### src/pbt_pkg.sv
// Shared types and constants for the per-peer backoff table.
// No dependencies; pbt_limits, pbt_update and the top level import this package.
`default_nettype none
package pbt_pkg;

    localparam int unsigned DEFAULT_PEERS = 256;
    localparam int unsigned MAX_REACH     = 256;

    localparam int unsigned MIN_W   = 22;
    localparam int unsigned DELAY_W = 32;
    localparam int unsigned CFG_IW  = 2;

    localparam logic [MIN_W-1:0]   FLOOR_MIN  = 22'd100;
    localparam logic [9:0]         MAX_FACTOR = 10'd1000;

    localparam logic [MIN_W-1:0]   RST_MIN  = 22'd100;
    localparam logic [DELAY_W-1:0] RST_MAX  = 32'd100000;
    localparam logic [DELAY_W-1:0] RST_INIT = 32'd50050;

    localparam logic [CFG_IW-1:0] CFG_MIN  = 2'd0;
    localparam logic [CFG_IW-1:0] CFG_MAX  = 2'd1;
    localparam logic [CFG_IW-1:0] CFG_INIT = 2'd2;

    localparam logic FUNC_FETCH = 1'b0;
    localparam logic FUNC_ACK   = 1'b1;

    typedef struct packed {
        logic [MIN_W-1:0]   lo;
        logic [DELAY_W-1:0] hi;
        logic [DELAY_W-1:0] first;
    } t_limits;

    typedef struct packed {
        logic               we;
        logic [DELAY_W-1:0] wdata;
        logic [DELAY_W-1:0] result;
    } t_update;

endpackage
`default_nettype wire

### src/pbt_update.sv
// Modify step of the read-modify-write: doubles, halves or creates an entry, or writes nothing.
// Depends on pbt_pkg.
`default_nettype none
module pbt_update (
    input  wire logic                        i_func,
    input  wire logic                        i_known,
    input  wire logic [pbt_pkg::DELAY_W-1:0] i_data,
    input  wire pbt_pkg::t_limits            i_lim,
    output pbt_pkg::t_update                 o_upd
);
    import pbt_pkg::*;

    logic [DELAY_W:0]   dbl;
    logic [DELAY_W-1:0] half;
    logic [DELAY_W-1:0] lo_ext;

    always_comb begin
        dbl    = {i_data, 1'b0};
        half   = i_data >> 1;
        lo_ext = DELAY_W'(i_lim.lo);
        o_upd  = '0;
        if (i_func == FUNC_FETCH) begin
            o_upd.we = 1'b1;
            if (!i_known) begin
                o_upd.wdata  = i_lim.first;
                o_upd.result = i_lim.first;
            end else begin
                o_upd.result = i_data;
                o_upd.wdata  = (dbl > {1'b0, i_lim.hi}) ? i_lim.hi : dbl[DELAY_W-1:0];
            end
        end else if (i_known) begin
            o_upd.we     = 1'b1;
            o_upd.wdata  = (half < lo_ext) ? lo_ext : half;
            o_upd.result = o_upd.wdata;
        end
    end

endmodule
`default_nettype wire

### config.mk
export PLATFORM = sky130hd
export DESIGN_NAME = pbt_update
export DESIGN_NICKNAME = d
export VERILOG_FILES = /design/src/pbt_pkg.sv /design/src/pbt_update.sv
export SDC_FILE = /design/constraint.sdc
export NUM_CORES = 1
export LEC_CHECK = 0
export ABC_AREA = 1
export BUFFER_PORTS_ARGS = -buffer_cell sky130_fd_sc_hd__buf_2
export CAP_MARGIN = 0
export CORE_ASPECT_RATIO = 0.9
export CORE_MARGIN = 4
export CORE_UTILIZATION = 40
export DETAILED_ROUTE_END_ITERATION = 10
export GPL_TIMING_DRIVEN = 0
export PLACE_DENSITY = 0.74
export SLEW_MARGIN = 20
export SYNTH_ARGS = -nofsm -noshare
export SYNTH_HDL_FRONTEND = slang
export SYNTH_SLANG_ARGS = --single-unit
### constraint.sdc
create_clock -name vclk -period 6
set_clock_uncertainty 0.1 [all_clocks]
set_input_delay 0.9 -clock vclk [all_inputs]
set_output_delay 0.9 -clock vclk [all_outputs]
set_load 0.005 [all_outputs]
; ---- Word level (Yosys, flattened, before mapping)
; Index checks and enable logic that the tools add are counted.
[classes]
n_lt_le_gt_ge = 2
n_mux = 5
[op_table]
columns = cell, n
row1 = 65-bit 2-to-1 mux, 2
row2 = 64-bit 2-to-1 mux, 1
row3 = 33-bit by 32-bit > comparator with 1-bit output, 1
row4 = 32-bit 2-to-1 mux, 1
row5 = 31-bit by 22-bit less-than comparator with 1-bit output, 1
row6 = 31-bit 2-to-1 mux, 1
[totals]
reg_bits = 0
output_inout_bits = 65

; ---- Longest topological paths before layout
; Gate-level depths: netlist of run 1.
[logic_depth]
ltp_word = 4
mapped_depth = 19

; ---- Least setup slack after synthesis of run 1
; Ideal clock, no wire load.
[synth_timing]
path_type = input-to-output
startpoint = input port i_lim[40] in the netlist's numbering
endpoint = output port o_upd[55] in the netlist's numbering
t_arrival_ns = 2.357
required_time_ns = 5.000
setup_slack_ns = 2.643
path_stages = 16
n_path_buf = 1
cell_sequence = inv_1 -> ha_1 -> nand2_1 -> nor2_1 -> nand3_1 -> nor2_2 -> nand2_4 -> nand2_2 -> nor2_2 -> nand2_4 -> buf_2 -> nand3_1 -> nand3_1 -> nand2_1 -> nand2_1 -> nand2_1
[synth_lines]
columns = item, line
row1 = from (decl), pbt_update.sv:8  ; input wire pbt_pkg::t_limits i_lim,
row2 = to (decl), pbt_update.sv:9  ; output pbt_pkg::t_update o_upd

==> results of run 1 <==
[worst paths after layout]
kind | startpoint | end | slack (ns)
worst min-delay path | i_lim[31] | o_upd[31] | 2.04
worst max-delay path | i_data[7] | o_upd[21] | 1.90
[synthesized netlist by cell type, drive strengths merged]
master	n
and3	1
nor3	3
a21o	2
a21oi	40
nand4	3
nand2	283
buf	14
o211ai	4
nand3	80
nor4	1
o21ai	55
nor2	19
clkbuf	18
inv	105
a21boi	1
ha	52
[routing by layer]
| layer | share of wire | up-vias | track usage |
|---|---|---|---|
| met5 | 0.00053 | - | 0 |
| met2 | 0.44 | 263 | 0.422 |
| li1 | - | 2539 | - |
| met4 | 0.012 | 2 | 0.0321 |
| met3 | 0.097 | 20 | 0.0253 |
| met1 | 0.45 | 2122 | 0.350 |
[final cells by class]
type,instances,area share
repair buffers,184,0.209
well taps,99,0.0282
inverters,105,0.0896
multi-input cells,544,0.638
plain buffers,32,0.0353
[cells by family (layout without fill, tap and decap cells)]
kind of cell	Yosys count	after routing
fa+ha+maj	52	52
buf+inv	137	321
simple gates	390	390
compound gates	102	102
[power groups by stage]
stage	clock [mW]	combinational, mW	sequential, mW
after floorplan	0	0.185	0
after global placement	0	0.318	0
after detailed placement	0	0.319	0
after CTS	0	0.320	0
after global routing	0	0.368	0
final	0	0.322	0
[worst max-delay path, cell delays in order]
cell,delay [ns]
buf_2,0.13
ha_1,0.32
nand2_1,0.05
o21ai_0,0.37
o21ai_0,0.16
nand2_1,0.09
nand2_1,0.06
nand2_2,0.14
clkbuf_1,0.44
o21ai_0,0.19
nand2_1,0.13
buf_2,0.12
==> impl_metrics.yaml, run 1 <==
run_status:
  status: "complete, no violations"
yosys:
  synth.mux.area_fraction: 0
  synth_area_leaders: "nand2_1 (31%), ha_1 (19%), nand3_1 (12%), inv_1 (11%), o21ai_0 (8.2%)"
  syn_area_um2: 3350
  synth_top_family_by_area: "simple AND/OR/NAND/NOR gates"
  yosys_warnings: 0
  synth-simple-area-share: 0.485
  avgSynthCellArea_um2: 4.92
  yosys.cell_types.count: 25
  post-synth-top-area-fraction: 0.311
  seq_area_frac_synth: 0
  yosys.area.top_type: "nand2_1"
  synth_compound_area_frac: 0.157
  synth_nets: 853
  synthAdderAreaFrac: 0.194
  synthXorXnorAreaFrac: 0
  netlist_instances: 681
sta:
  layout_min_cycle_time_ns: 4.10
  setup_tns_ns: 0
  fmax_ghz: 0.244
  relSlewSlack: 0.630
  slew_viol_final: 0
  rsz0062_at_grt: "no"
  tightestPinTransition_ns: 0.555
  final_hold_viol_count: 0
  finalCritPeriodShare: 0.683
  fin_ws_ns: 1.90
  setup_violations: 0
  holdWs_ns: 2.04
route:
  final_antenna_net_count: 0
  drc_errors: 0
  wire_per_inst_um: 13.7
  firstDrtPassIters: 5
  vias: 4946
  drtIter0Drc: 349
  drt_wl_total_um: 13200
  via_per_inst: 5.13
grt:
  first_global_vias: 4488
  grt_pass1_wl_um: 20900
  overflow: 0
  gr-usage-all-layers: 0.249
  grt_max_degree: 11
  antenna_found_initial: 1
die:
  die_h_um: 94.9
  initial_utilization: 0.414
  io-pin-count: 185
  die_area_um2: 9910
  row_count: 31
  core_um2: 8110
  chipWidth_um: 105
placed_design:
  pre_cts_slack_ns: 1.98
  gp_congestion: 0.970
  port_buffers: 184
  dp_cells: 964
  post_dp_cell_area_um2: 4400
  dp_hpwl_um: 11100
power_and_ir_drop:
  clockPowerShare: 0
  pwr-share-comb: 1.000
  power.switching_mw: 0.189
  sequentialPowerShare: 0
  vdd_drop_max_mv: 0.0284
  static-leakage-power_nw: 3.02
  power_density_nw_per_um2: 73.3
  intPower_mw: 0.133
  finalPower_mw: 0.322
  swShare: 0.586
critical_path:
  critPathLaunchType: "primary input"
  criticalPathCategory: "in -> out"
  end_kind: "output port"
  cp.arrival_ns: 3.10
  crit_required_ns: 5.00
  path_max_fanout: 10
clocking:
  ctsResizeCount: 0
  cts_hold_buf: 0
  post_cts_buffers: 0
cells_and_area:
  antennaDiodeCount: 0
  num-nets-final: 1039
  stdcell_count: 964
  multiInputGateArea_um2: 2800
  fin_area_um2: 4400
  fillers: 901
  area_delta_synth_final_pct: 31.2
  seq_cell_count: 0
  drive_gt1_frac: 0.239
  clkbuf_count: 0
  seqCellArea_um2: 0
  fin_util: 0.543
  mostFrequentLayoutCells: "nand2_1 (278), buf_2 (188), inv_1 (100)"
  final_common_cell: "nand2_1"
run:
  maxCapViolations: 0
worst_hold_path:
  hold_path.class: "in -> out"
  holdPathStages: 4
Note: power is estimated with default switching activity, not from simulation.
==> inputs of run 2 (changes only) <==
--- a/config.mk
+++ b/config.mk
@@ -13,7 +13,7 @@
 export CORE_UTILIZATION = 40
 export DETAILED_ROUTE_END_ITERATION = 10
 export GPL_TIMING_DRIVEN = 0
-export PLACE_DENSITY = 0.74
+export PLACE_DENSITY = 0.77
 export SLEW_MARGIN = 20
 export SYNTH_ARGS = -nofsm -noshare
 export SYNTH_HDL_FRONTEND = slang
==> constraint.sdc (replaced) <==
create_clock -name vclk -period 3.5
set_clock_uncertainty 0.1 [all_clocks]
set_input_delay 0.525 -clock vclk [all_inputs]
set_output_delay 0.525 -clock vclk [all_outputs]
set_load 0.005 [all_outputs]
==> run 2 against run 1 <==
  * Power is 72% higher
  * Non-clock buffer count stayed put
  * First-iteration DRC count is 2.9% higher
  * Highest routed layer is now met4
  * Largest power group unchanged
  * Cell count stayed put
  * Core utilization stayed put
  * Sequential share of layout area stayed put
  * Critical endpoint is now o_upd[32]
  * Cell area stayed put
  * Critical path depth is 1 higher
  * Hold slack worse by 0.73 ns
==> impl_metrics.yaml, run 2 (same netlist as run 1, synthesis figures left out) <==
sta:
  holdWs_ns: 1.32
  layout_min_cycle_time_ns: 3.21
  final_hold_viol_count: 0
  rsz0062_at_grt: "no"
  fmax_ghz: 0.312
  slew_viol_final: 0
  tightestPinTransition_ns: 0.620
  setup_violations: 0
  setup_tns_ns: 0
  finalCritPeriodShare: 0.917
  relSlewSlack: 0.586
cells_and_area:
  num-nets-final: 1039
  mostFrequentLayoutCells: "nand2_1 (278), buf_2 (188), inv_1 (100)"
  multiInputGateArea_um2: 2800
  final_common_cell: "nand2_1"
  clkbuf_count: 0
  area_delta_synth_final_pct: 31.2
  seqCellArea_um2: 0
  fin_util: 0.543
  stdcell_count: 964
  antennaDiodeCount: 0
  fillers: 899
  seq_cell_count: 0
  drive_gt1_frac: 0.239
critical_path:
  path_max_fanout: 10
  critPathLaunchType: "primary input"
  cp.arrival_ns: 2.58
  crit_required_ns: 2.87
  end_kind: "output port"
  startpoint: "i_data[22]"
  criticalPathCategory: "in -> out"
grt:
  grt_pass1_wl_um: 21400
  antenna_found_initial: 0
  overflow: 0
  first_global_vias: 4562
  grt_max_degree: 11
  gr-usage-all-layers: 0.255
clocking:
  cts_hold_buf: 0
  ctsResizeCount: 0
  post_cts_buffers: 0
route:
  drtIter0Drc: 359
  wire_per_inst_um: 13.9
  firstDrtPassIters: 5
  final_antenna_net_count: 0
  via_per_inst: 5.07
  drt_wl_total_um: 13400
  vias: 4889
  drc_errors: 0
die:
  die_h_um: 94.9
  die_area_um2: 9910
  initial_utilization: 0.414
  row_count: 31
  chipWidth_um: 105
  core_um2: 8110
  io-pin-count: 185
worst_hold_path:
  hold_path.class: "in -> out"
  holdPathStages: 4
  hold_start: "i_lim[76]"
  hold_end: "o_upd[12]"
power_and_ir_drop:
  finalPower_mw: 0.555
  vdd_drop_max_mv: 0.0455
  static-leakage-power_nw: 3.02
  power_density_nw_per_um2: 126
run:
  maxCapViolations: 0
placed_design:
  dp_cells: 964
  gp_congestion: 0.992
  port_buffers: 184
  dp_hpwl_um: 11200
run_status:
  status: "complete, no violations"
[run 2: cell counts in the layout (fill, tap and decap cells not counted)]
Identical to the previous run, type by type.
[run 2: worst max path at each step]
stage                endpoint  slack [ns]  depth (start not counted)
detailed placement  o_upd[50]        0.33                         13
floorplan           o_upd[55]        0.89                         16
CTS                 o_upd[50]        0.32                         13
finish              o_upd[32]        0.29                         13
global route        o_upd[60]        0.08                         18
global placement    o_upd[50]        0.31                         13
[run 2: power breakdown]
part	total [mW]	internal [mW]	switching [mW]
sequential	0	0	0
clock	0	0	0
combinational	0.555	0.229	0.326
[run 2: per-layer routing]
metal	routed length, um	vias to the layer above	track usage	part of all wire
met5	0	-	0	0
met4	148	0	0.0365	0.011
met3	1290	14	0.0280	0.096
met2	6070	243	0.431	0.45
met1	5930	2099	0.358	0.44
li1	-	2533	-	-
[run 2: layout make-up]
cell class / instances / area share
inverters: 105 / 0.0896
repair buffers: 184 / 0.209
well taps: 99 / 0.0282
multi-input cells: 544 / 0.638
plain buffers: 32 / 0.0353
[run 2: stage by stage]
stage | setup WS, ns | area [um^2]
floorplan | 0.893 | 3350
global placement | 0.315 | 4400
detailed placement | 0.328 | 4400
CTS | 0.320 | 4400
global route | 0.0782 | 4400
finish | 0.291 | 4400
[run 2: critical path, stage by stage]
cell and delay, ns:
buf_2 0.13, ha_1 0.27, inv_1 0.03, nor2_1 0.15, and3_1 0.19, nand4_1 0.09, nor2_1 0.11, nand2_1 0.07
nand2_2 0.14, clkbuf_1 0.40, o21ai_0 0.24, nand2_1 0.11, buf_2 0.11
