===== src/pbt_pkg.sv =====
// Shared types and constants for the per-peer backoff table.
// No dependencies; pbt_limits, pbt_update and the top level import this package.
`default_nettype none
package pbt_pkg;

    localparam int unsigned DEFAULT_PEERS = 256;
    localparam int unsigned MAX_REACH     = 256;

    localparam int unsigned MIN_W   = 22;
    localparam int unsigned DELAY_W = 32;
    localparam int unsigned CFG_IW  = 2;

    localparam logic [MIN_W-1:0]   FLOOR_MIN  = 22'd100;
    localparam logic [9:0]         MAX_FACTOR = 10'd1000;

    localparam logic [MIN_W-1:0]   RST_MIN  = 22'd100;
    localparam logic [DELAY_W-1:0] RST_MAX  = 32'd100000;
    localparam logic [DELAY_W-1:0] RST_INIT = 32'd50050;

    localparam logic [CFG_IW-1:0] CFG_MIN  = 2'd0;
    localparam logic [CFG_IW-1:0] CFG_MAX  = 2'd1;
    localparam logic [CFG_IW-1:0] CFG_INIT = 2'd2;

    localparam logic FUNC_FETCH = 1'b0;
    localparam logic FUNC_ACK   = 1'b1;

    typedef struct packed {
        logic [MIN_W-1:0]   lo;
        logic [DELAY_W-1:0] hi;
        logic [DELAY_W-1:0] first;
    } t_limits;

    typedef struct packed {
        logic               we;
        logic [DELAY_W-1:0] wdata;
        logic [DELAY_W-1:0] result;
    } t_update;

endpackage
`default_nettype wire


===== src/pbt_limits.sv =====
// Configuration registers and the registered derivation of the effective limits.
// Depends on pbt_pkg.
`default_nettype none
module pbt_limits (
    input  wire logic                       i_clk,
    input  wire logic                       i_rst_n,
    input  wire logic                       i_cfg_valid,
    output logic                            o_cfg_ready,
    input  wire logic [pbt_pkg::CFG_IW-1:0] i_cfg_index,
    input  wire logic [31:0]                i_cfg_data,
    output pbt_pkg::t_limits                o_lim,
    output logic                            o_settled
);
    import pbt_pkg::*;

    logic [MIN_W-1:0]   r_min_cfg;
    logic [DELAY_W-1:0] r_max_cfg;
    logic [DELAY_W-1:0] r_init_cfg;
    logic [MIN_W-1:0]   r_mn;
    logic [DELAY_W-1:0] r_big;
    logic [DELAY_W-1:0] r_hi;
    logic [DELAY_W-1:0] r_first;
    logic [1:0]         r_settle;

    logic               cfg_wr;
    logic [MIN_W-1:0]   n_mn;
    logic [DELAY_W-1:0] n_hi;
    logic [DELAY_W-1:0] n_first;
    logic [DELAY_W-1:0] mn_ext;

    assign o_cfg_ready = 1'b1;
    assign cfg_wr      = i_cfg_valid && o_cfg_ready;

    always_comb begin
        n_mn    = (r_min_cfg < FLOOR_MIN) ? FLOOR_MIN : r_min_cfg;
        n_hi    = (r_max_cfg < r_big) ? r_big : r_max_cfg;
        mn_ext  = DELAY_W'(r_mn);
        n_first = r_init_cfg;
        if ((r_init_cfg < mn_ext) || (r_init_cfg > r_hi)) begin
            n_first = (mn_ext >> 1) + (r_hi >> 1);
        end
    end

    always_ff @(posedge i_clk) begin
        if (!i_rst_n) begin
            r_min_cfg  <= RST_MIN;
            r_max_cfg  <= RST_MAX;
            r_init_cfg <= RST_INIT;
            r_settle   <= 2'd3;
        end else begin
            if (cfg_wr) begin
                case (i_cfg_index)
                    CFG_MIN:  r_min_cfg  <= i_cfg_data[MIN_W-1:0];
                    CFG_MAX:  r_max_cfg  <= i_cfg_data;
                    CFG_INIT: r_init_cfg <= i_cfg_data;
                    default:  ;
                endcase
                r_settle <= 2'd3;
            end else if (r_settle != 2'd0) begin
                r_settle <= r_settle - 2'd1;
            end
        end
    end

    always_ff @(posedge i_clk) begin
        r_mn    <= n_mn;
        r_big   <= DELAY_W'(n_mn * MAX_FACTOR);
        r_hi    <= n_hi;
        r_first <= n_first;
    end

    assign o_lim.lo    = r_mn;
    assign o_lim.hi    = r_hi;
    assign o_lim.first = r_first;
    assign o_settled   = (r_settle == 2'd0);

    a_cfg_settles: assert property (@(posedge i_clk) disable iff (!i_rst_n)
        cfg_wr |=> !o_settled)
        else $error("limits reported settled straight after a register write");

endmodule
`default_nettype wire


===== config.mk =====
export PLATFORM = sky130hd
export DESIGN_NAME = pbt_limits
export DESIGN_NICKNAME = d
export VERILOG_FILES = /design/src/pbt_pkg.sv /design/src/pbt_limits.sv
export SDC_FILE = /design/constraint.sdc
export NUM_CORES = 1
export LEC_CHECK = 0
export ABC_AREA = 0
export BUFFER_PORTS_ARGS = -buffer_cell sky130_fd_sc_hd__buf_2
export CAP_MARGIN = 20
export CORE_UTILIZATION = 55
export DETAILED_ROUTE_END_ITERATION = 16
export PLACE_DENSITY = 0.78
export SLEW_MARGIN = 20
export SYNTH_ARGS = -nofsm -noshare
export SYNTH_HDL_FRONTEND = slang
export SYNTH_SLANG_ARGS = --single-unit

===== constraint.sdc =====
create_clock -name i_clk -period 6 [get_ports i_clk]
set_clock_uncertainty 0.2 [all_clocks]
set_input_delay 0.6 -clock i_clk [delete_from_list [all_inputs] [get_ports i_clk]]
set_output_delay 0.6 -clock i_clk [all_outputs]
set_load 0.1 [all_outputs]

# After elaboration in Yosys (flattened, before gate mapping)
# Index checks and enable logic that the tools add are counted.
word_totals:
  reg_bits: 203
  elab_cells: 30
classes:
  n_addsub: 2
  mul: 1
  order_cmp: 4
  n_eq_ne: 2
  n_mux: 3
  n_bitwise: 1
  reduce_logical: 8
op_table:
  columns: ["op", "n"]
  rows:
  - ["32-bit 2-to-1 mux", 2]
  - ["21-bit by 31-bit adder with 32-bit output", 1]
  - ["32-bit greater-than comparator", 1]
  - ["32-bit by 22-bit less-than comparator with 1-bit output", 1]
  - ["32-bit less-than comparator", 1]
  - ["22-bit by 7-bit multiplier with 29-bit output, second input constant", 1]
  - ["22-bit by 7-bit less-than comparator with 1-bit output, second input constant", 1]
  - ["22-bit 2-to-1 mux", 1]
  - ["2-bit AND reduction", 3]
  - ["2-bit zero test", 2]
  - ["2-bit by 1-bit == test with 1-bit output, second input constant", 1]
  - ["2-bit == test, second input constant", 1]
  - ["2-bit nonzero test", 1]
  - ["2-bit OR reduction", 1]
  - ["2-bit by 1-bit subtractor with 2-bit output, second input constant", 1]
  - ["1-bit logical OR", 1]
  - ["1-bit inverter", 1]

# Longest topological paths before layout
# Gate-level depths: netlist (run 1).
logic_depth:
  depth_word: 3
  ltp_mapped: 22
  mapped_depth_nobuf: 22

# Least setup slack after synthesis (run 1)
# Ideal clock, no wire load.
synth_timing:
  path_type: "register to register"
  from: "reg r_min_cfg[21]"
  to: "reg r_big[30]"
  setup_ps: 123
  arrival_ps: 5232
  required_time_ps: 5677
  path_slack_ps: 445
  path_stages_with_launch: 21
  path_buffers: 0
  cell_sequence: "dfxtp_1 -> nor4_1 -> nand4_1 -> a31oi_1 -> nand2b_1 -> inv_1 -> fa_1 -> inv_1 -> fa_1 -> fa_1 -> fa_1 -> inv_1 -> ha_1 -> or3_1 -> a21oi_1 -> o32ai_1 -> o41ai_2 -> nor2_1 -> a211oi_2 -> o31ai_1 -> xnor2_1"
synth_between:
  elab_chain_len: 3
synth_rtl:
  columns: ["item", "line_no", "text"]
  rows:
  - ["start: declaration", "pbt_limits.sv:16", "logic [MIN_W-1:0] r_min_cfg;"]
  - ["start signal: assignment", "pbt_limits.sv:53", "CFG_MIN: r_min_cfg <= i_cfg_data[MIN_W-1:0];"]
  - ["22-bit by 7-bit less-than comparator with 1-bit output", "pbt_limits.sv:35", "n_mn = (r_min_cfg < FLOOR_MIN) ? FLOOR_MIN : r_min_cfg;"]
  - ["22-bit 2-to-1 mux", "pbt_limits.sv:35", null]
  - ["via n_mn[4]", "pbt_limits.sv:26", "logic [MIN_W-1:0] n_mn;"]
  - ["22-bit by 7-bit multiplier with 29-bit output", "pbt_limits.sv:67", "r_big <= DELAY_W'(n_mn * MAX_FACTOR);"]
  - ["end signal: assignment", "pbt_limits.sv:67", null]
  - ["end: declaration", "pbt_limits.sv:20", "logic [DELAY_W-1:0] r_big;"]
# The timed path passes the listed nets, and every way through them passes these cells.
# A chain may end at the register's enable or synchronous reset.

# Final worst setup path (run 1)
layout_timing:
  from: "reg r_min_cfg[17]"
  to: "reg r_big[31]"
# The elaborated chain is that of the path after synthesis.

==> metrics.txt, run 1 <==
status=completed; Synth area leaders=dfxtp_1 28%, ha_1 15%, fa_1 11%; number of port buffers=roughly 120; Worst R2R Setup Slack=220 ps; Distinct cells, synth=63; syn_nets=1,930; clock-pin slew on the worst setup and hold paths=around 70 ps; total grt overflow=0; Cell Area, Synth=about 14,000 µm²; crit path max fanout=5; hold path start=i_cfg_data[26]; worst slew pin tran=~860 ps; DR WL/cell=17.1 µm; die height=roughly 160 µm; Final min period=between 5000 and 6000 ps; Peak VDD IR=approximately 0.00059 V; GPL Wtd Cong=0.902; critical path's slowest cell=a211oi_1; CP Buf/Inv Count=5; Startpoint Class=flop; RR Startpoint=r_min_cfg[17]; fin cells=2,094; Worst-Skew Late Latency=500 ps; Worst EP required=6220 ps; 1st-iter DRT viols=1,337; PwrDens=422 nW/µm²; die area=26,700 µm²; detailed placer's ending HPWL=roughly 28,000 µm; ANT cells=0; Worst path max stage delay=about 500 ps; Max Fclk=173 MHz; Crit Path Class=reg -> reg; Final ANT Viol Nets=0; CTS buffer count=21; P_leak=7.60 nW; share of the synthesized area in the top cell type=28.1%; CP dominant cell by count=fa_1; register area share after synthesis=28.1%; Via-to-Cell Ratio=5.80; CORE AREA=25,400 µm²; flip-flop and latch count after synthesis=201; Sum Neg Setup Slack=0 ps; # H-tree levels=1; global-route wire length before repair=57,700 µm; syn_area_per_cell=roughly 8.7 µm²; crit path DAT=6000 ps; area leader, netlist=dfxtp_1; CTS root buffer=clkbuf_16; relative max-transition margin=42.5%; max_cap viols=0; number of synthesized flops with an enable pin=0; CTS tree=done; critical-path cell list=nor4_2 -> nand4_1 -> buf_4 -> buf_4 -> nand2b_2 -> inv_1 -> fa_1 -> fa_1 -> fa_1 -> fa_1 -> inv_1 -> ha_1 -> a211oi_1 -> nand2_1 -> a21oi_2 -> a2111oi_2 -> buf_4 -> o21ai_1 -> a21oi_2 -> a311o_1 -> a21oi_1; most frequent cells in the layout=214 x inv_1, 206 x nand2_1, 201 x dfxtp_1, 168 x ha_1, 123 x buf_2; Final Util=63.7%; CP delay by family, top=adder cells; fill count=roughly 2,100; largest net degree at the start of global routing=between 80 and 90; Gate Count Post-Synth=~1,600; Period Utilization, post-route=96.4%; antenna violations before repair=0; Final Hold Vio Count=0; Async SR Flop Fraction=0%; reg2reg path depth=21; Layout Nets=2,035; Max clock buf depth=3; Final setup viols=0; vias=12,100; layout cell share with drive strength beyond 1=between 10% and 20%; vias in the first global route=11,600; Worst R2R End=r_big[31]; area of the multi-input gates=9250 µm²; # DRC=0; Initial Util=56.4%; Sink Count=201; fin. max-slew vios=0; hold-critical path depth=3; TritonRoute pass-1 iters=5; drt total wl=35,800 µm; Core Rows=58; commonest non-fill, non-tap cell in the layout=inv_1; post-route total power=~0.0068 W; IO Pins=125; Syn. warnings=0; hold path endpoint=r_max_cfg[26]; Hold Buf Count CTS=0; FF+latch area=4020 µm²; Synth Flop Type=dfxtp_1; GRT Total Usage=27.1%; placed cell count=between 2,000 and 2,500; Area Overhead vs Synth=12.9%; Die W=around 160 µm; Hold Crit Class=in -> reg; type of destination of the critical path=flop
-- cell usage after synthesis, drive strengths merged, types with 3 or more instances --
master and instances:
inv 215, nand2 206, dfxtp 201, ha 168
nand3 80, fa 79, a21boi 74, clkbuf 70
a21oi 68, nor2 50, a21o 40, xnor2 39
o21ai 37, o211ai 36, or3 34, and3 32
mux2 31, a221oi 29, nand4 19, nand2b 14
buf 13, a211oi 11, nor4 11, nor3 9
o21a 7, xor2 7, nor2b 6, a31oi 5
o21bai 5, or2 5, a2111oi 4, o31ai 4
a22o 3, and2 3, nand3b 3
-- report_power, final --
group / internal, W / switching, W
clock network: 0.000873 / 0.000538
logic: 0.00107 / 0.00254
registers: 0.00159 / 0.000214
-- state kept, by name, summed over array words and instances (netlist names) --
register and flops:
r_min_cfg 22, r_settle 2, r_max_cfg 32, r_hi 32, r_first 32, r_init_cfg 32, r_mn 22, r_big 27
-- final cells by class --
type | count | area share [%]
Multi-Input combinational cell | 1147 | 57.2
Inverter | 215 | 4.99
Sequential cell | 201 | 24.9
Timing Repair Buffer | 165 | 5.80
Tap cell | 330 | 2.55
Clock buffer | 24 | 3.38
Clock inverter | 12 | 1.25
-- tightest hold or removal path: stages --
cell and delay, ps:
buf_2 110, nand2_1 50, a21boi_0 60
-- metal layers --
metal | vias to the layer above | wire, µm | GRT usage, %
met3 | 63 | 2570 | 3.00
li1 | 5832 | - | -
met1 | 5771 | 16200 | 37.8
met5 | - | 0 | 0
met4 | 0 | 871 | 7.99
met2 | 480 | 16200 | 44.1
-- logic make-up (layout without fill, tap and decap cells) --
group / after synthesis / after routing / share of synthesized area [%]
and+or+nand+nor: 479 / 479 / 15.8
muxes: 33 / 33 / 2.58
other: 1 / 1 / 0.0262
adders and majority gates: 247 / 247 / 25.7
DFF: 201 / 201 / 28.1
AOI/OAI and AO/OA: 341 / 341 / 16.8
buffers and inverters: 298 / 416 / 8.14
xor gates and xnor gates: 46 / 46 / 2.81
-- timing repair --
item                       4_1_cts  5_1_grt
setup endpoints to repair        8       11
gates cloned                     0        0
pin swaps                        2        7
gates resized for setup          2       20
buffers inserted                 3        3
-- metrics by stage --
stage / hold WS, ps / cell area, µm² / setup slack [ps]
floorplan: 210 / 14300 / 445
global placement: 230 / 15300 / 28.0
detailed placement: 237 / 15300 / -126
CTS: 160 / 16100 / 3.89
global route: 174 / 16200 / -39.8
finish: 167 / 16200 / 215
-- worst max path at each step --
| stage | startpoint | to | cells past startpoint |
|---|---|---|---|
| floorplan | r_min_cfg[21] | r_big[30] | 20 |
| global placement | r_min_cfg[14] | r_big[30] | 20 |
| detailed placement | r_min_cfg[14] | r_big[30] | 20 |
| CTS | r_min_cfg[14] | r_big[30] | 21 |
| global route | r_min_cfg[17] | r_big[30] | 21 |
| finish | r_min_cfg[17] | r_big[31] | 21 |
Note: power is estimated with default switching activity, not from simulation.
==> run 2: changes to the inputs <==
--- a/config.mk
+++ b/config.mk
@@ -6,11 +6,11 @@
 export NUM_CORES = 1
 export LEC_CHECK = 0
 export ABC_AREA = 0
-export BUFFER_PORTS_ARGS = -buffer_cell sky130_fd_sc_hd__buf_2
 export CAP_MARGIN = 20
-export CORE_UTILIZATION = 55
+export CORE_UTILIZATION = 59
 export DETAILED_ROUTE_END_ITERATION = 16
-export PLACE_DENSITY = 0.78
+export DONT_BUFFER_PORTS = 1
+export PLACE_DENSITY = 0.79
 export SLEW_MARGIN = 20
 export SYNTH_ARGS = -nofsm -noshare
 export SYNTH_HDL_FRONTEND = slang
==> run 2 against run 1 <==
- critical path type unchanged
- combinational power down 26%
- highest routed layer unchanged
- die area shrank 6.7%
- sequential cell count did not move
- sequential share of layout area rose by 0.79 points
==> metrics.txt, run 2 (synthesis gave the netlist of run 1 again) <==
CTS buffer count=22; fin. max-slew vios=0; CP Buf/Inv Count=5; detailed placer's ending HPWL=28,000 µm; worst slew pin tran=roughly 1200 ps; PnR worst setup slack=244 ps; critical-path cell list=nor4_2 -> nand4_1 -> buf_4 -> buf_4 -> nand2b_1 -> inv_1 -> fa_1 -> fa_1 -> fa_1 -> fa_1 -> inv_1 -> ha_1 -> a211oi_2 -> nand2_1 -> a21oi_1 -> a2111oi_2 -> buf_4 -> o21ai_1 -> a21oi_2 -> a311o_1 -> a21oi_1; Crit Path Class=reg -> reg; Worst-Skew Late Latency=510 ps; # DRC=0; max_cap viols=0; Core Rows=56; Final ANT Viol Nets=0; Sink Count=201; Max Fclk=around 170 MHz; DR WL/cell=~19 µm; post-route total power=0.00668 W; pre-CTS setup slack=-133 ps; status=completed; number of port buffers=0; largest net degree at the start of global routing=75; Final setup viols=0; crit path max fanout=5; fill count=1,906; # H-tree levels=1; GRT Max-Usage Layer=met2; type of destination of the critical path=flop; ANT cells=0; met1 usage=40.0%; TritonRoute pass-1 iters=7; Period Utilization, post-route=95.9%; P_leak=between 7 and 8 nW; CP dominant cell by count=fa_1; Peak VDD IR=0.000320 V; Hold Crit Class=in -> reg; antenna violations before repair=0; CORE AREA=about 24,000 µm²; PwrDens=426 nW/µm²; post-layout instance area=15,700 µm²; GPL Wtd Cong=0.898; CTS root buffer=clkbuf_16; Final Hold Vio Count=0; Initial Util=60.7%; most frequent cells in the layout=214 x inv_1, 206 x nand2_1, 201 x dfxtp_1, 168 x ha_1, 80 x nand3_1; Max clock buf depth=3; Layout Nets=1,931; global-route wire length before repair=58,500 µm; GRT Total Usage=a little under a third; vias in the first global route=11,400; clock-pin slew on the worst setup and hold paths=60 ps; M3 GR Usage=around 5.7%; Via-to-Cell Ratio=approximately 6; die height=158 µm; GRT met2 Usage=48.6%; Post-Place Cell Area=14,800 µm²; relative max-transition margin=22.8%; commonest non-fill, non-tap cell in the layout=inv_1; crit path DAT=~6000 ps; CP delay by family, top=adder cells; die area=about 25,000 µm²; Final min period=5760 ps; critical path's slowest cell=fa_1; layout cell share with drive strength beyond 1=9.44%; Worst EP required=6250 ps; placed cell count=1,936; vias=11,900; Startpoint Class=flop; fin cells=slightly below 2,000; Die W=158 µm; Area Overhead vs Synth=9.46%; IO Pins=125; 1st-iter DRT viols=1,259; CTS tree=done; drt total wl=37,000 µm; total grt overflow=0; Worst path max stage delay=between 400 and 500 ps
[run 2: final timing paths]
path | startpoint | end | slack, ps | cells past startpoint
max | r_min_cfg[14] | r_big[31] | 240 | 21
min reg2reg | r_max_cfg[0] | r_hi[0] | 250 | 2
max reg2reg | r_min_cfg[14] | r_big[31] | 240 | 21
min | i_cfg_data[7] | r_init_cfg[7] | 10 | 2
[run 2: routing by layer]
metal  vias up  wire length, µm  share of wire [%]
li1       5612                -                  -
met1      5680            15700                 42
met2       502            16600                 45
met3        87             3580                9.7
met4         0             1190                3.2
met5         -                0                  0
[run 2: area by class of cell]
| type | count | area [µm²] | area share (%) |
|---|---|---|---|
| multi-input combinational | 1147 | 9260 | 59.1 |
| inverter | 215 | 807 | 5.14 |
| clock inverter | 10 | 90.1 | 0.574 |
| tap | 319 | 399 | 2.54 |
| timing repair buffer | 60 | 462 | 2.94 |
| sequential | 201 | 4020 | 25.7 |
| clock buffer | 30 | 642 | 4.09 |
[run 2: per-stage QoR]
step | hold WS [ps] | setup TNS [ps] | utilization, %
2_1_floorplan | 210 | 0 | -
3_3_place_gp | 228 | 0 | 62.6
3_5_place_dp | 230 | -226 | 62.7
4_1_cts | 6.52 | 0 | 66.0
5_1_grt | 11.2 | -162 | 66.4
6_report | 12.9 | 0 | 66.4
[run 2: report_power, final]
group	switching (W)	internal (W)	leakage, nW
logic	0.00168	0.00100	5.14
registers	0.00105	0.00159	1.65
clock network	0.000569	0.000797	0.355
[run 2: worst register-to-register path, stage by stage (launching register included)]
cell and delay, ps:
dfxtp_1 320, nor4_2 280, nand4_1 140, buf_4 180, buf_4 140, nand2b_1 220
inv_1 200, fa_1 440, fa_1 470, fa_1 440, fa_1 490, inv_1 40
ha_1 380, a211oi_2 400, nand2_1 100, a21oi_1 250, a2111oi_2 60, buf_4 170
o21ai_1 190, a21oi_2 110, a311o_1 350, a21oi_1 130
[run 2: what timing repair did]
| action | CTS | global route |
|---|---|---|
| gates resized for setup | 3 | 18 |
| setup endpoints to repair | 3 | 11 |
| hold buffers | 2 | 1 |
| pin swaps | 2 | 4 |
| endpoints found under the hold margin | 16 | 1 |
| setup buffers | 2 | 1 |
==> run 3: changes to the inputs <==
--- a/config.mk
+++ b/config.mk
@@ -7,10 +7,13 @@
 export LEC_CHECK = 0
 export ABC_AREA = 0
 export CAP_MARGIN = 20
+export CORE_MARGIN = 3
 export CORE_UTILIZATION = 59
 export DETAILED_ROUTE_END_ITERATION = 16
 export DONT_BUFFER_PORTS = 1
 export PLACE_DENSITY = 0.79
+export RECOVER_POWER = 100
+export REMOVE_ABC_BUFFERS = 1
 export SLEW_MARGIN = 20
 export SYNTH_ARGS = -nofsm -noshare
 export SYNTH_HDL_FRONTEND = slang
==> run 3 against run 2 <==
- design area barely moved
- register-to-register slack got worse by 40 ps
- combinational power up 3%
- the flow now finishes with violations (max-capacitance violations, max-slew violations)
- largest power group unchanged
- power is 0.97% higher
- critical path type unchanged
- sequential power about the same
- utilization down 0.19 points
- worst hold slack better by 2.1 ps
- die area is 5.1% higher
- sequential share of layout area about the same
- global-route usage decreased by 2.3 points
- largest cell class unchanged
==> metrics.txt, run 3 (synthesis gave the netlist of run 1 again) <==
relative max-transition margin=-14.8%; Period Utilization, post-route=a little over nine tenths; failing checks=max-capacitance violations, max-slew violations; Area Overhead vs Synth=9.47%; type of destination of the critical path=flop; Initial Util=60.5%; hold-critical path depth=1; Hold Crit Class=in -> reg; Crit Path Class=reg -> reg; IO Pins=approximately 130; pre-CTS setup slack=-165 ps; 1st-iter DRT viols=1,453; CORE AREA=23,700 µm²; PnR worst setup slack=~200 ps; CTS buffer count=21; Peak VDD IR=0.000293 V; detailed placer's ending HPWL=between 20,000 and 30,000 µm; hold path endpoint=r_init_cfg[1]; Hold Slack=14.9 ps; layout cell share with drive strength beyond 1=between 9 and 10%; Post-Place Cell Area=between 10,000 and 15,000 µm²; Core Rows=56; antenna violations before repair=0; CTS root buffer=clkbuf_16; Worst-Skew Late Latency=500 ps; Worst path max stage delay=550 ps; status=finished with violations; GRT Total Usage=27.8%; crit path DAT=5970 ps; hold path start=i_rst_n; total grt overflow=0; die area=26,200 µm²; reg2reg path depth=22; die height=~160 µm; Worst R2R Setup Slack=roughly 200 ps; Final ANT Viol Nets=0; commonest non-fill, non-tap cell in the layout=inv_1; Worst R2R End=r_big[28]; Layout Nets=1,934; Final Hold Vio Count=0; Sum Neg Setup Slack=0 ps; most frequent cells in the layout=214 x inv_1, 206 x nand2_1, 199 x dfxtp_1, 167 x ha_1, 80 x nand3_1; fill count=1,874; post-layout instance area=15,700 µm²; vias=about 12,000; max_cap viols=2; GPL Wtd Cong=roughly 0.88; number of port buffers=0; vias in the first global route=11,600; Die W=around 160 µm; P_leak=7.10 nW; Final min period=between 5000 and 6000 ps; worst slew pin tran=1720 ps; Via-to-Cell Ratio=6.05; PwrDens=430 nW/µm²; Max Fclk=173 MHz; Final setup viols=0; Max clock buf depth=3; CTS tree=done; Worst Setup SP=r_min_cfg[13]; critical-path cell list=nor4_4 -> nand4_1 -> buf_4 -> a31oi_4 -> nand2b_4 -> inv_1 -> fa_1 -> inv_1 -> fa_2 -> fa_1 -> fa_1 -> inv_1 -> ha_1 -> nor4_2 -> o21a_1 -> o32ai_4 -> o41ai_4 -> nor2_2 -> buf_4 -> a21oi_1 -> a21oi_1 -> xor2_1; largest net degree at the start of global routing=between 70 and 80; clock-pin slew on the worst setup and hold paths=60 ps; Startpoint Class=flop; critical path's slowest cell=fa_1; Sink Count=201; DR WL/cell=between 15 and 20 µm; drt total wl=~37,000 µm; RR Startpoint=r_min_cfg[13]; ANT cells=0; TritonRoute pass-1 iters=5; fin. max-slew vios=68; global-route wire length before repair=59,900 µm; Worst EP required=between 6000 and 7000 ps; # DRC=0; crit path max fanout=5; # H-tree levels=1
## run 3: cell count changes in the layout (fill, tap and decap cells not counted), sizes merged
cell	change
clkbuf	+13
buf	-12
bufinv	+2
inv	-2
clkinvlp	+1
dlygate4sd3	-1
## run 3: final cells by class
class	instances	area [µm²]	area share, %
multi-input combinational	1147	9310	59.3
tap	319	399	2.54
clock buffer	26	584	3.72
timing repair buffer	64	422	2.69
inverter	215	811	5.17
clock inverter	11	138	0.877
sequential	201	4030	25.7
## run 3: what timing repair did
item / 4_1_cts / 5_1_grt
resized for setup: 3 / 27
hold endpoints to repair: 11 / 0
buffers inserted: 1 / 1
endpoints found under the setup margin: 9 / 11
hold buffers: 2 / 0
pin swaps: 1 / 16
## run 3: through the flow
stage | instances | total power (W) | utilization [%]
after global placement | 1943 | 0.00516 | 62.7
final | 1983 | 0.00674 | 66.2
after CTS | 1983 | 0.00663 | 65.9
after floorplan | 1563 | 0.00456 | -
after global routing | 1983 | 0.00711 | 66.2
after detailed placement | 1943 | 0.00525 | 62.7
## run 3: worst max-delay path by stage
stage / slack (ps) / cells after the start / to
after floorplan: 330 / 20 / r_big[30]
after global placement: 150 / 22 / r_big[31]
after detailed placement: -170 / 22 / r_big[30]
after CTS: 8 / 22 / r_big[30]
after global routing: -20 / 21 / r_big[28]
final: 200 / 22 / r_big[28]
## run 3: routing by layer
layer	up-vias	GRT usage, %	share of wire (%)
li1	5633	-	-
met1	5710	38.9	43
met2	567	44.6	45
met3	95	4.03	8.9
met4	0	8.76	3.3
met5	-	0	0
## run 3: power by group
group / switching [W] / leakage (nW) / internal, W
clock: 0.000540 / 0.351 / 0.000820
combinational: 0.00173 / 5.09 / 0.00103
sequential: 0.00103 / 1.65 / 0.00159
## run 3: worst max-delay path: cells and delay by family (launching register included)
kind	cells	cell delay, ps
adder cells (fa/ha/maj)	5	2310
AND/OR/NAND/NOR	5	940
XOR/XNOR	1	150
buffers and inverters	5	510
flip-flops	1	330
AO/OA/AOI/OAI	6	1220
